--- src/sv/tsbc_pkg.sv ---
`timescale 1ns / 1ps
// ----------------------------------------------------------------------------
// tsbc_pkg
// Shared types and constants of the turn signal blinker control block.
// ----------------------------------------------------------------------------
package tsbc_pkg;

    // lamp action codes reported with each result word
    localparam logic [2:0] ACT_NONE    = 3'd0;
    localparam logic [2:0] ACT_HAZARD  = 3'd1;
    localparam logic [2:0] ACT_CLEAR   = 3'd2;
    localparam logic [2:0] ACT_LEFT    = 3'd3;
    localparam logic [2:0] ACT_RIGHT   = 3'd4;
    localparam logic [2:0] ACT_ANIMATE = 3'd5;

    // configuration register indexes
    localparam logic [1:0] REG_BLINK_PERIOD   = 2'd0;
    localparam logic [1:0] REG_TILT_THRESHOLD = 2'd1;
    localparam logic [1:0] REG_YAW_OFFSET     = 2'd2;

    // register reset values
    localparam logic [7:0]         RST_BLINK_PERIOD   = 8'd5;
    localparam logic [15:0]        RST_TILT_THRESHOLD = 16'd3000;
    localparam logic signed [15:0] RST_YAW_OFFSET     = 16'sd6600;

    // floor(b / 5) = (b * RECIP5) >> RECIP5_SHIFT, exact for b below 2^18
    localparam logic [16:0] RECIP5       = 17'd104858;
    localparam int          RECIP5_SHIFT = 19;

    // stream word widths
    localparam int IN_DATA_W  = 40;
    localparam int OUT_DATA_W = 24;

    // one sensor tick as received
    typedef struct packed {
        logic               left_button;
        logic               right_button;
        logic               hazard_button;
        logic signed [15:0] gyro_x;
        logic signed [15:0] gyro_z;
    } t_sample;

    // one sensor tick after the yaw arithmetic
    typedef struct packed {
        logic               left_button;
        logic               right_button;
        logic               hazard_button;
        logic signed [15:0] yaw;
    } t_tick;

endpackage

--- src/sv/tsbc_yaw_pipe.sv ---
`timescale 1ns / 1ps
// ----------------------------------------------------------------------------
// tsbc_yaw_pipe
// Three-stage pipeline forming the rotated yaw from the gyro samples:
// yaw = wrap16(trunc(-0.95 * gx) + trunc(0.3 * gz) - offset).
// ----------------------------------------------------------------------------
module tsbc_yaw_pipe
    import tsbc_pkg::*;
(
    input  logic               i_clk,
    input  logic               i_rst_n,
    input  logic signed [15:0] i_yaw_offset,
    input  logic               i_valid,
    output logic               o_ready,
    input  t_sample            i_sample,
    output logic               o_valid,
    input  logic               i_ready,
    output t_tick              o_tick
);

    // stage 1: input register
    logic    r_v1;
    t_sample r_s1;
    // stage 2: scaled magnitudes ready for the divide by five
    logic        r_v2;
    logic [17:0] r_b1;
    logic [15:0] r_b2;
    logic        r_neg1, r_neg2;
    logic [2:0]  r_btn2;
    // stage 3: quotient magnitudes
    logic        r_v3;
    logic [14:0] r_q1;
    logic [13:0] r_q2;
    logic        r_neg1_3, r_neg2_3;
    logic [2:0]  r_btn3;

    logic        rdy2, rdy3;
    logic [16:0] abs_x, abs_z;
    logic [19:0] scl_x;
    logic [16:0] scl_z;
    logic [34:0] prod1;
    logic [32:0] prod2;
    logic signed [16:0] term1, term2, sum;
    logic [15:0] yaw_raw;

    // per-stage ready chain
    assign rdy3    = !r_v3 || i_ready;
    assign rdy2    = !r_v2 || rdy3;
    assign o_ready = !r_v1 || rdy2;

    // magnitudes scaled by 19 and 3, then the power-of-two part of 20 and 10
    always_comb begin
        abs_x = r_s1.gyro_x[15] ? 17'(-{r_s1.gyro_x[15], r_s1.gyro_x})
                                : {1'b0, r_s1.gyro_x};
        abs_z = r_s1.gyro_z[15] ? 17'(-{r_s1.gyro_z[15], r_s1.gyro_z})
                                : {1'b0, r_s1.gyro_z};
        scl_x = 20'(abs_x) * 20'd19;
        scl_z = abs_z * 17'd3;
    end

    // divide by five through the reciprocal
    assign prod1 = 35'(r_b1) * 35'(RECIP5);
    assign prod2 = 33'(r_b2) * 33'(RECIP5);

    // signs back on, sum, offset removal with 16-bit wrap
    always_comb begin
        term1   = r_neg1_3 ? -$signed({2'b00, r_q1}) : $signed({2'b00, r_q1});
        term2   = r_neg2_3 ? -$signed({3'b000, r_q2}) : $signed({3'b000, r_q2});
        sum     = term1 + term2;
        yaw_raw = sum[15:0] - i_yaw_offset;
    end

    assign o_valid             = r_v3;
    assign o_tick.left_button   = r_btn3[0];
    assign o_tick.right_button  = r_btn3[1];
    assign o_tick.hazard_button = r_btn3[2];
    assign o_tick.yaw           = $signed(yaw_raw);

    // valid bits
    always_ff @(posedge i_clk) begin
        if (!i_rst_n) begin
            r_v1 <= 1'b0;
            r_v2 <= 1'b0;
            r_v3 <= 1'b0;
        end else begin
            if (o_ready) r_v1 <= i_valid;
            if (rdy2)    r_v2 <= r_v1;
            if (rdy3)    r_v3 <= r_v2;
        end
    end

    // payload stages
    always_ff @(posedge i_clk) begin
        if (o_ready && i_valid) r_s1 <= i_sample;
        if (rdy2 && r_v1) begin
            r_b1   <= scl_x[19:2];
            r_b2   <= scl_z[16:1];
            r_neg1 <= !r_s1.gyro_x[15] && (r_s1.gyro_x != 16'sd0);
            r_neg2 <= r_s1.gyro_z[15];
            r_btn2 <= {r_s1.hazard_button, r_s1.right_button, r_s1.left_button};
        end
        if (rdy3 && r_v2) begin
            r_q1     <= prod1[RECIP5_SHIFT +: 15];
            r_q2     <= prod2[RECIP5_SHIFT +: 14];
            r_neg1_3 <= r_neg1;
            r_neg2_3 <= r_neg2;
            r_btn3   <= r_btn2;
        end
    end

endmodule

--- src/sv/turn_signal_blinker_control_top.sv ---
`timescale 1ns / 1ps
// ----------------------------------------------------------------------------
// turn_signal_blinker_control_top
// Turn signal, hazard and tilt-cancel control driven by sensor ticks.
// ----------------------------------------------------------------------------
// Usage:
//   slave stream takes one sensor tick per word: three button levels and
//   the gyro X and Z samples. master stream returns one result word per
//   tick: lamp action, cancel flag, yaw, lamp states and tilt flag.
//   config channel writes blink period, tilt threshold and yaw offset by
//   index; it is always ready, unknown indexes are dropped. write it only
//   while no tick is in flight.
// Pipeline and throughput:
//   three yaw stages (input register, scaling, reciprocal multiply) feed
//   the lamp state logic and the result register; one word per cycle
//   sustained while the master stream takes words. the lamp state updates
//   in the cycle the result register is loaded.
// Reset:
//   synchronous active-low; clears all lamp, selection and tilt state, the
//   tick counter and the pipeline, and loads register defaults.
// Stall:
//   a held result word stays in the output register; each stage keeps
//   taking words until it is full, then back-pressure reaches the slave.
// ----------------------------------------------------------------------------
module turn_signal_blinker_control_top
    import tsbc_pkg::*;
#(
    parameter int COUNTER_BITS = 8
) (
    input  logic                  i_clk,
    input  logic                  i_rst_n,
    // slave stream
    input  logic                  i_s_axis_tvalid,
    output logic                  o_s_axis_tready,
    // [0] left_button, [1] right_button, [2] hazard_button,
    // [18:3] gyro_x, [34:19] gyro_z, [39:35] zero
    input  logic [IN_DATA_W-1:0]  i_s_axis_tdata,
    // master stream
    output logic                  o_m_axis_tvalid,
    input  logic                  i_m_axis_tready,
    // [2:0] lamp_action, [3] cancel_clear, [19:4] yaw, [20] left_lit,
    // [21] right_lit, [22] hazard_lit, [23] tilted
    output logic [OUT_DATA_W-1:0] o_m_axis_tdata,
    // config write channel
    input  logic                  i_cfg_valid,
    output logic                  o_cfg_ready,
    input  logic [1:0]            i_cfg_index,
    input  logic [15:0]           i_cfg_data
);

    localparam int CW = (COUNTER_BITS > 8) ? COUNTER_BITS : 8;

    // config registers
    logic [7:0]         r_blink_period;
    logic [15:0]        r_tilt_threshold;
    logic signed [15:0] r_yaw_offset;

    // control state
    logic r_left_press_seen, r_right_press_seen;
    logic r_left_selected, r_right_selected;
    logic r_left_on, r_right_on, r_hazard_on, r_tilt_hold;
    logic [COUNTER_BITS-1:0] r_tick_count;
    logic r_out_valid;
    logic [OUT_DATA_W-1:0] r_out;

    logic n_left_press_seen, n_right_press_seen;
    logic n_left_selected, n_right_selected;
    logic n_left_on, n_right_on, n_hazard_on, n_tilt_hold;
    logic [COUNTER_BITS-1:0] n_tick_count;
    logic [OUT_DATA_W-1:0] n_out;

    t_sample in_sample;
    t_tick   tick;
    logic    tick_valid, out_ready;

    logic [COUNTER_BITS-1:0] cnt_inc;
    logic                    cnt_hit;
    logic [16:0]             mag;
    logic                    over;
    logic                    counting;
    logic [2:0]              action;
    logic                    cancel;

    assign o_cfg_ready = 1'b1;

    // unpack the slave word
    assign in_sample.left_button   = i_s_axis_tdata[0];
    assign in_sample.right_button  = i_s_axis_tdata[1];
    assign in_sample.hazard_button = i_s_axis_tdata[2];
    assign in_sample.gyro_x        = $signed(i_s_axis_tdata[18:3]);
    assign in_sample.gyro_z        = $signed(i_s_axis_tdata[34:19]);

    tsbc_yaw_pipe u_yaw (
        .i_clk        (i_clk),
        .i_rst_n      (i_rst_n),
        .i_yaw_offset (r_yaw_offset),
        .i_valid      (i_s_axis_tvalid),
        .o_ready      (o_s_axis_tready),
        .i_sample     (in_sample),
        .o_valid      (tick_valid),
        .i_ready      (out_ready),
        .o_tick       (tick)
    );

    assign out_ready = !r_out_valid || i_m_axis_tready;

    // blink counter step
    assign cnt_inc = r_tick_count + 1'b1;
    assign cnt_hit = CW'(cnt_inc) >= CW'(r_blink_period);

    // yaw magnitude and tilt compare
    assign mag  = tick.yaw[15] ? 17'(-{tick.yaw[15], tick.yaw}) : {1'b0, tick.yaw};
    assign over = mag > 17'(r_tilt_threshold);

    // button edges, priority chain and upright cancel
    always_comb begin
        n_left_press_seen  = r_left_press_seen;
        n_right_press_seen = r_right_press_seen;
        n_left_selected    = r_left_selected;
        n_right_selected   = r_right_selected;
        n_left_on          = r_left_on;
        n_right_on         = r_right_on;
        n_hazard_on        = r_hazard_on;
        n_tilt_hold        = r_tilt_hold;
        n_tick_count       = r_tick_count;
        action             = ACT_NONE;
        cancel             = 1'b0;

        // left button toggles on release
        if (tick.left_button) begin
            n_left_press_seen = 1'b1;
        end else if (r_left_press_seen) begin
            if (n_left_selected) begin
                n_left_selected = 1'b0;
            end else begin
                n_left_selected  = 1'b1;
                n_right_selected = 1'b0;
            end
            n_left_press_seen = 1'b0;
        end

        // right button toggles on release
        if (tick.right_button) begin
            n_right_press_seen = 1'b1;
        end else if (r_right_press_seen) begin
            if (n_right_selected) begin
                n_right_selected = 1'b0;
            end else begin
                n_right_selected = 1'b1;
                n_left_selected  = 1'b0;
            end
            n_right_press_seen = 1'b0;
        end

        if (tick.hazard_button) begin
            n_left_selected  = 1'b0;
            n_right_selected = 1'b0;
        end

        if (over) n_tilt_hold = 1'b1;

        // counter runs on every branch but the immediate drops
        counting = tick.hazard_button || n_left_selected || n_right_selected ||
                   !(r_left_on || r_right_on || r_hazard_on);
        if (counting) n_tick_count = cnt_hit ? '0 : cnt_inc;

        if (tick.hazard_button) begin
            if (cnt_hit) begin
                action      = r_hazard_on ? ACT_CLEAR : ACT_HAZARD;
                n_hazard_on = !r_hazard_on;
            end
        end else if (n_left_selected) begin
            if (cnt_hit) begin
                action    = r_left_on ? ACT_CLEAR : ACT_LEFT;
                n_left_on = !r_left_on;
            end
        end else if (n_right_selected) begin
            if (cnt_hit) begin
                action     = r_right_on ? ACT_CLEAR : ACT_RIGHT;
                n_right_on = !r_right_on;
            end
        end else if (r_left_on) begin
            action    = ACT_CLEAR;
            n_left_on = 1'b0;
        end else if (r_right_on) begin
            action     = ACT_CLEAR;
            n_right_on = 1'b0;
        end else if (r_hazard_on) begin
            action      = ACT_CLEAR;
            n_hazard_on = 1'b0;
        end else if (cnt_hit) begin
            action = ACT_ANIMATE;
        end

        // return to upright cancels the blinkers
        if (!over && n_tilt_hold) begin
            if (n_left_selected || n_right_selected) begin
                cancel           = 1'b1;
                n_left_selected  = 1'b0;
                n_right_selected = 1'b0;
                n_left_on        = 1'b0;
                n_right_on       = 1'b0;
            end
            n_tilt_hold = 1'b0;
        end

        n_out = {n_tilt_hold, n_hazard_on, n_right_on, n_left_on,
                 tick.yaw, cancel, action};
    end

    // config registers
    always_ff @(posedge i_clk) begin
        if (!i_rst_n) begin
            r_blink_period   <= RST_BLINK_PERIOD;
            r_tilt_threshold <= RST_TILT_THRESHOLD;
            r_yaw_offset     <= RST_YAW_OFFSET;
        end else if (i_cfg_valid && o_cfg_ready) begin
            case (i_cfg_index)
                REG_BLINK_PERIOD:   r_blink_period   <= i_cfg_data[7:0];
                REG_TILT_THRESHOLD: r_tilt_threshold <= i_cfg_data;
                REG_YAW_OFFSET:     r_yaw_offset     <= $signed(i_cfg_data);
                default: ;
            endcase
        end
    end

    // control state and output valid
    always_ff @(posedge i_clk) begin
        if (!i_rst_n) begin
            r_left_press_seen  <= 1'b0;
            r_right_press_seen <= 1'b0;
            r_left_selected    <= 1'b0;
            r_right_selected   <= 1'b0;
            r_left_on          <= 1'b0;
            r_right_on         <= 1'b0;
            r_hazard_on        <= 1'b0;
            r_tilt_hold        <= 1'b0;
            r_tick_count       <= '0;
            r_out_valid        <= 1'b0;
        end else if (out_ready) begin
            r_out_valid <= tick_valid;
            if (tick_valid) begin
                r_left_press_seen  <= n_left_press_seen;
                r_right_press_seen <= n_right_press_seen;
                r_left_selected    <= n_left_selected;
                r_right_selected   <= n_right_selected;
                r_left_on          <= n_left_on;
                r_right_on         <= n_right_on;
                r_hazard_on        <= n_hazard_on;
                r_tilt_hold        <= n_tilt_hold;
                r_tick_count       <= n_tick_count;
            end
        end
    end

    // result word register
    always_ff @(posedge i_clk) begin
        if (out_ready && tick_valid) r_out <= n_out;
    end

    assign o_m_axis_tvalid = r_out_valid;
    assign o_m_axis_tdata  = r_out;

    // a hazard-on action leaves the hazard lamp lit
    assert property (@(posedge i_clk) disable iff (!i_rst_n)
        (o_m_axis_tvalid && o_m_axis_tdata[2:0] == ACT_HAZARD) |-> o_m_axis_tdata[22])
        else $error("hazard action without hazard lamp");

    // an upright cancel leaves both arrows dark and the tilt flag clear
    assert property (@(posedge i_clk) disable iff (!i_rst_n)
        (o_m_axis_tvalid && o_m_axis_tdata[3]) |->
        (!o_m_axis_tdata[20] && !o_m_axis_tdata[21] && !o_m_axis_tdata[23]))
        else $error("cancel left a lamp or tilt flag set");

    // left and right selections exclude each other
    assert property (@(posedge i_clk) disable iff (!i_rst_n)
        !(r_left_selected && r_right_selected))
        else $error("left and right both selected");

endmodule

--- config.mk ---
export PLATFORM = sky130hd
export DESIGN_NAME = turn_signal_blinker_control_top
export DESIGN_NICKNAME = d
export VERILOG_FILES = /design/src/sv/tsbc_pkg.sv /design/src/sv/tsbc_yaw_pipe.sv /design/src/sv/turn_signal_blinker_control_top.sv
export SDC_FILE = /design/constraint.sdc
export NUM_CORES = 1
export LEC_CHECK = 0
export BUFFER_PORTS_ARGS = -buffer_cell sky130_fd_sc_hd__buf_2
export CAP_MARGIN = 20
export CORE_MARGIN = 1.5
export CORE_UTILIZATION = 30
export DETAILED_ROUTE_END_ITERATION = 8
export GPL_ROUTABILITY_DRIVEN = 0
export SETUP_SLACK_MARGIN = 0.05
export SYNTH_ARGS = -nofsm -noshare
export SYNTH_HDL_FRONTEND = slang
export SYNTH_SLANG_ARGS = --single-unit
--- constraint.sdc ---
create_clock -name i_clk -period 6.9 [get_ports i_clk]
set_clock_uncertainty 0.2 [all_clocks]
set_input_delay 1.38 -clock i_clk [delete_from_list [all_inputs] [get_ports i_clk]]
set_output_delay 1.38 -clock i_clk [all_outputs]
set_load 0.01 [all_outputs]
==> impl_metrics.json <==
{
  "io-pin-count": 90,
  "path_class": "flip-flop to flip-flop",
  "vias_in_the_first_global_route": 14500,
  "multi_input_comb_area_um2": 14000,
  "synth.top_cells.by_area": "sky130_fd_sc_hd__ha_1 22%, sky130_fd_sc_hd__fa_1 20%, sky130_fd_sc_hd__edfxtp_1 19%, sky130_fd_sc_hd__inv_1 7.6%, sky130_fd_sc_hd__dfxtp_1 5.8%",
  "die-area_um2": 70700,
  "layout-drive-gt1-share_pct": 7.70,
  "crit_path_start_kind": "flip-flop",
  "antenna_found_initial": 0,
  "synth-edff-count": 132,
  "timing.final.setup_violations": 0,
  "grt_setup_unrepaired": "false",
  "maxSlewViolCount": 0,
  "status": "finished, final reports clean",
  "coreArea_um2": 68500,
  "ys_seq_elements": 192,
  "critical_r2r_capture": "o_m_axis_tdata[20]",
  "yosysWarnings": 0,
  "via_count": 13900,
  "postRouteAntennaNets": 0,
  "wl_per_cell_um": 14.1,
  "count_of_maximum_capacitance_violations": 0,
  "synth_area_per_cell_um2": 10.2,
  "rrSetupSlack_ns": 0.43,
  "num_cts_buffers": 17,
  "final.min_clock_period_ns": 6.47,
  "critical_path.endpoint_type": "flip-flop",
  "first_iter_violations": 630,
  "fill_cells": 6855,
  "r2r.worst_path.cells": 24,
  "start_util_pct": 30.3,
  "synth_top_flop_cell": "sky130_fd_sc_hd__edfxtp_1",
  "maxClockFrequency_ghz": 0.155,
  "placement.io_buffers": 83,
  "fp.dieH_um": 266,
  "worst_ep_arrival_time_ns": 6.51,
  "clkSinkCount": 192,
  "worst-path-max-fanout": 5,
  "max_slew_margin_pct": 39.9,
  "syn_to_final_growth_pct": 10.6,
  "drc_errors": 0,
  "post_synth_inst_count": 2034,
  "global_route_usage_sum_pct": 12.5,
  "worstHoldEndpoint": "u_yaw.r_btn3[1]",
  "worstReg2RegStart": "u_yaw.r_q2[2]",
  "min_path_cells": 0,
  "sequential_to_total_area_share_from_yosys_stat_pct": 24.9,
  "clock_tree_from_tritoncts": "done",
  "setup_total_negative_slack_ns": 0,
  "hold_violations": 0,
  "worst_skew_pair.late_latency_ns": 0.48,
  "syn-cell-area_um2": 20700,
  "final.period_utilization_pct": 93.7,
  "netlist_top_cells_count": "417 x sky130_fd_sc_hd__inv_1, 366 x sky130_fd_sc_hd__ha_1, 205 x sky130_fd_sc_hd__fa_1, 132 x sky130_fd_sc_hd__edfxtp_1, 130 x sky130_fd_sc_hd__nand2_1",
  "average_vias_per_placed_instance": 4.59,
  "global_route.overflow_total": 0,
  "asyncSetResetFlopFracSynth_pct": 0,
  "timing.hold.worst.class": "flip-flop to flip-flop",
  "area.sequential_um2": 5160,
  "start_point_of_the_worst_hold_path": "u_yaw.r_btn2[1]",
  "maximum_number_of_pins_on_one_net_before_global_route_repair": 42,
  "synthDominantAreaCellType": "sky130_fd_sc_hd__ha_1",
  "die-width_um": 266,
  "first_pass_iters": 5,
  "synth_cell_types": 70,
  "rows": 96,
  "synth.most_common_cell": "sky130_fd_sc_hd__inv_1",
  "dpl.hpwl_mm": 36.6,
  "final_net_count": 2764,
  "antenna_cells": 0,
  "fraction_of_post_synthesis_cell_area_in_the_top_cell_type_by_area_pct": 22.1,
  "timing_worst_slew_pin_value_ns": 0.899,
  "clockBufferDepth": 2,
  "routed_wirelength_mm": 42.6,
  "cts_max_level": 4,
  "clk_transition_reported_paths_ns": 0.08,
  "grt_first_pass_wirelength_mm": 71.0,
  "root_buffer": "sky130_fd_sc_hd__clkbuf_16",
  "critPathRequiredTime_ns": 6.94
}
[cell type report]
type                            instances  share of cell area (%)
Clock inverter                         11                   0.475
Tap cell                              882                    4.81
Multi-Input combinational cell       1402                    60.9
Sequential cell                       192                    22.5
Clock buffer                           21                    2.11
Timing Repair Buffer                   98                    2.30
Inverter                              419                    6.86
[through the flow]
step	worst slack, ns	cells	util [%]	cell area (µm²)	hold WS [ns]
floorplan	0.899	2035	-	20700	0.200
global placement	0.190	2991	32.5	22300	0.206
global route	0.0454	3025	33.5	22900	0.241
detailed placement	0.152	2991	32.5	22300	0.209
finish	0.432	3025	33.5	22900	0.228
CTS	0.150	3023	33.4	22900	0.226
[registers in the layout (all words and copies together) (netlist names), 8 cells and up]
name / cells
u_yaw.r_s1: 35
r_yaw_offset: 16
u_yaw.r_q1: 15
r_tilt_threshold: 16
u_yaw.r_b2: 16
r_blink_period: 8
o_m_axis_tdata: 24
u_yaw.r_q2: 14
u_yaw.r_b1: 18
r_tick_count: 8
[per-layer routing]
metal	vias up	share of wire (%)	global-route usage, %
li1	6998	-	-
met1	6652	48	16.1
met2	201	47	21.4
met3	34	3.5	2.21
met4	0	1.6	3.75
met5	-	0	0
[placed cells by master (no fill, tap or decap), types with 34 or more instances in the layout]
cell                       instances
sky130_fd_sc_hd__inv_1           417
sky130_fd_sc_hd__xor2_1           34
sky130_fd_sc_hd__edfxtp_1        132
sky130_fd_sc_hd__xnor2_1         113
sky130_fd_sc_hd__buf_2            83
sky130_fd_sc_hd__nand2_1         130
sky130_fd_sc_hd__o21ai_0          59
sky130_fd_sc_hd__dfxtp_1          60
sky130_fd_sc_hd__fa_1            205
sky130_fd_sc_hd__a21oi_1          90
sky130_fd_sc_hd__nor2_1           70
sky130_fd_sc_hd__ha_1            366
[cell families (layout without fill, tap and decap cells)]
logic type | after synthesis | after routing | share of synthesized area [%]
muxes | 4 | 4 | 0.211
DFF | 192 | 192 | 24.9
other | 2 | 3 | 0.0362
buffers and inverters | 441 | 549 | 8.04
adders and majority gates | 571 | 571 | 41.9
xor gates and xnor gates | 149 | 149 | 6.33
and+or+nand+nor | 369 | 369 | 8.74
AOI/OAI and AO/OA | 306 | 306 | 9.81
[worst max-delay path, cell delays in order, from the launching register on]
cell	delay (ns)
sky130_fd_sc_hd__edfxtp_1	0.44
sky130_fd_sc_hd__or3_2	0.52
sky130_fd_sc_hd__nand2_1	0.10
sky130_fd_sc_hd__xnor2_1	0.17
sky130_fd_sc_hd__fa_1	0.47
sky130_fd_sc_hd__ha_1	0.37
sky130_fd_sc_hd__and3_1	0.23
sky130_fd_sc_hd__a2111oi_4	0.46
sky130_fd_sc_hd__a21boi_1	0.19
sky130_fd_sc_hd__xnor2_1	0.23
sky130_fd_sc_hd__nand3b_1	0.13
sky130_fd_sc_hd__or3_1	0.44
sky130_fd_sc_hd__nor3b_2	0.22
sky130_fd_sc_hd__a31oi_1	0.12
sky130_fd_sc_hd__xor2_1	0.16
sky130_fd_sc_hd__ha_1	0.34
sky130_fd_sc_hd__nand3_1	0.12
sky130_fd_sc_hd__nor4_2	0.33
sky130_fd_sc_hd__nand2_1	0.11
sky130_fd_sc_hd__a31oi_1	0.21
sky130_fd_sc_hd__o211ai_1	0.12
sky130_fd_sc_hd__buf_4	0.18
sky130_fd_sc_hd__nor2b_1	0.15
sky130_fd_sc_hd__nand3_1	0.13
sky130_fd_sc_hd__nand3b_1	0.08
[worst max-delay path by stage]
stage	startpoint	endpoint	slack, ns	depth (start not counted)
final	u_yaw.r_q2[2]	o_m_axis_tdata[20]	0.43	24
after floorplan	u_yaw.r_q2[2]	o_m_axis_tdata[20]	0.90	23
after detailed placement	u_yaw.r_q2[0]	o_m_axis_tdata[20]	0.15	23
after CTS	u_yaw.r_q2[0]	o_m_axis_tdata[20]	0.15	23
after global routing	u_yaw.r_q2[0]	o_m_axis_tdata[20]	0.05	26
after global placement	u_yaw.r_q2[0]	o_m_axis_tdata[20]	0.19	23
[what timing repair did]
item,in CTS,in global routing
hold buffers,0,0
setup buffers,0,1
resized for setup,0,8
setup endpoints to repair,0,7
Power is left out: the tool's default activity adds up to more than one toggle a clock period on the data nets, which glitch-free logic cannot reach.
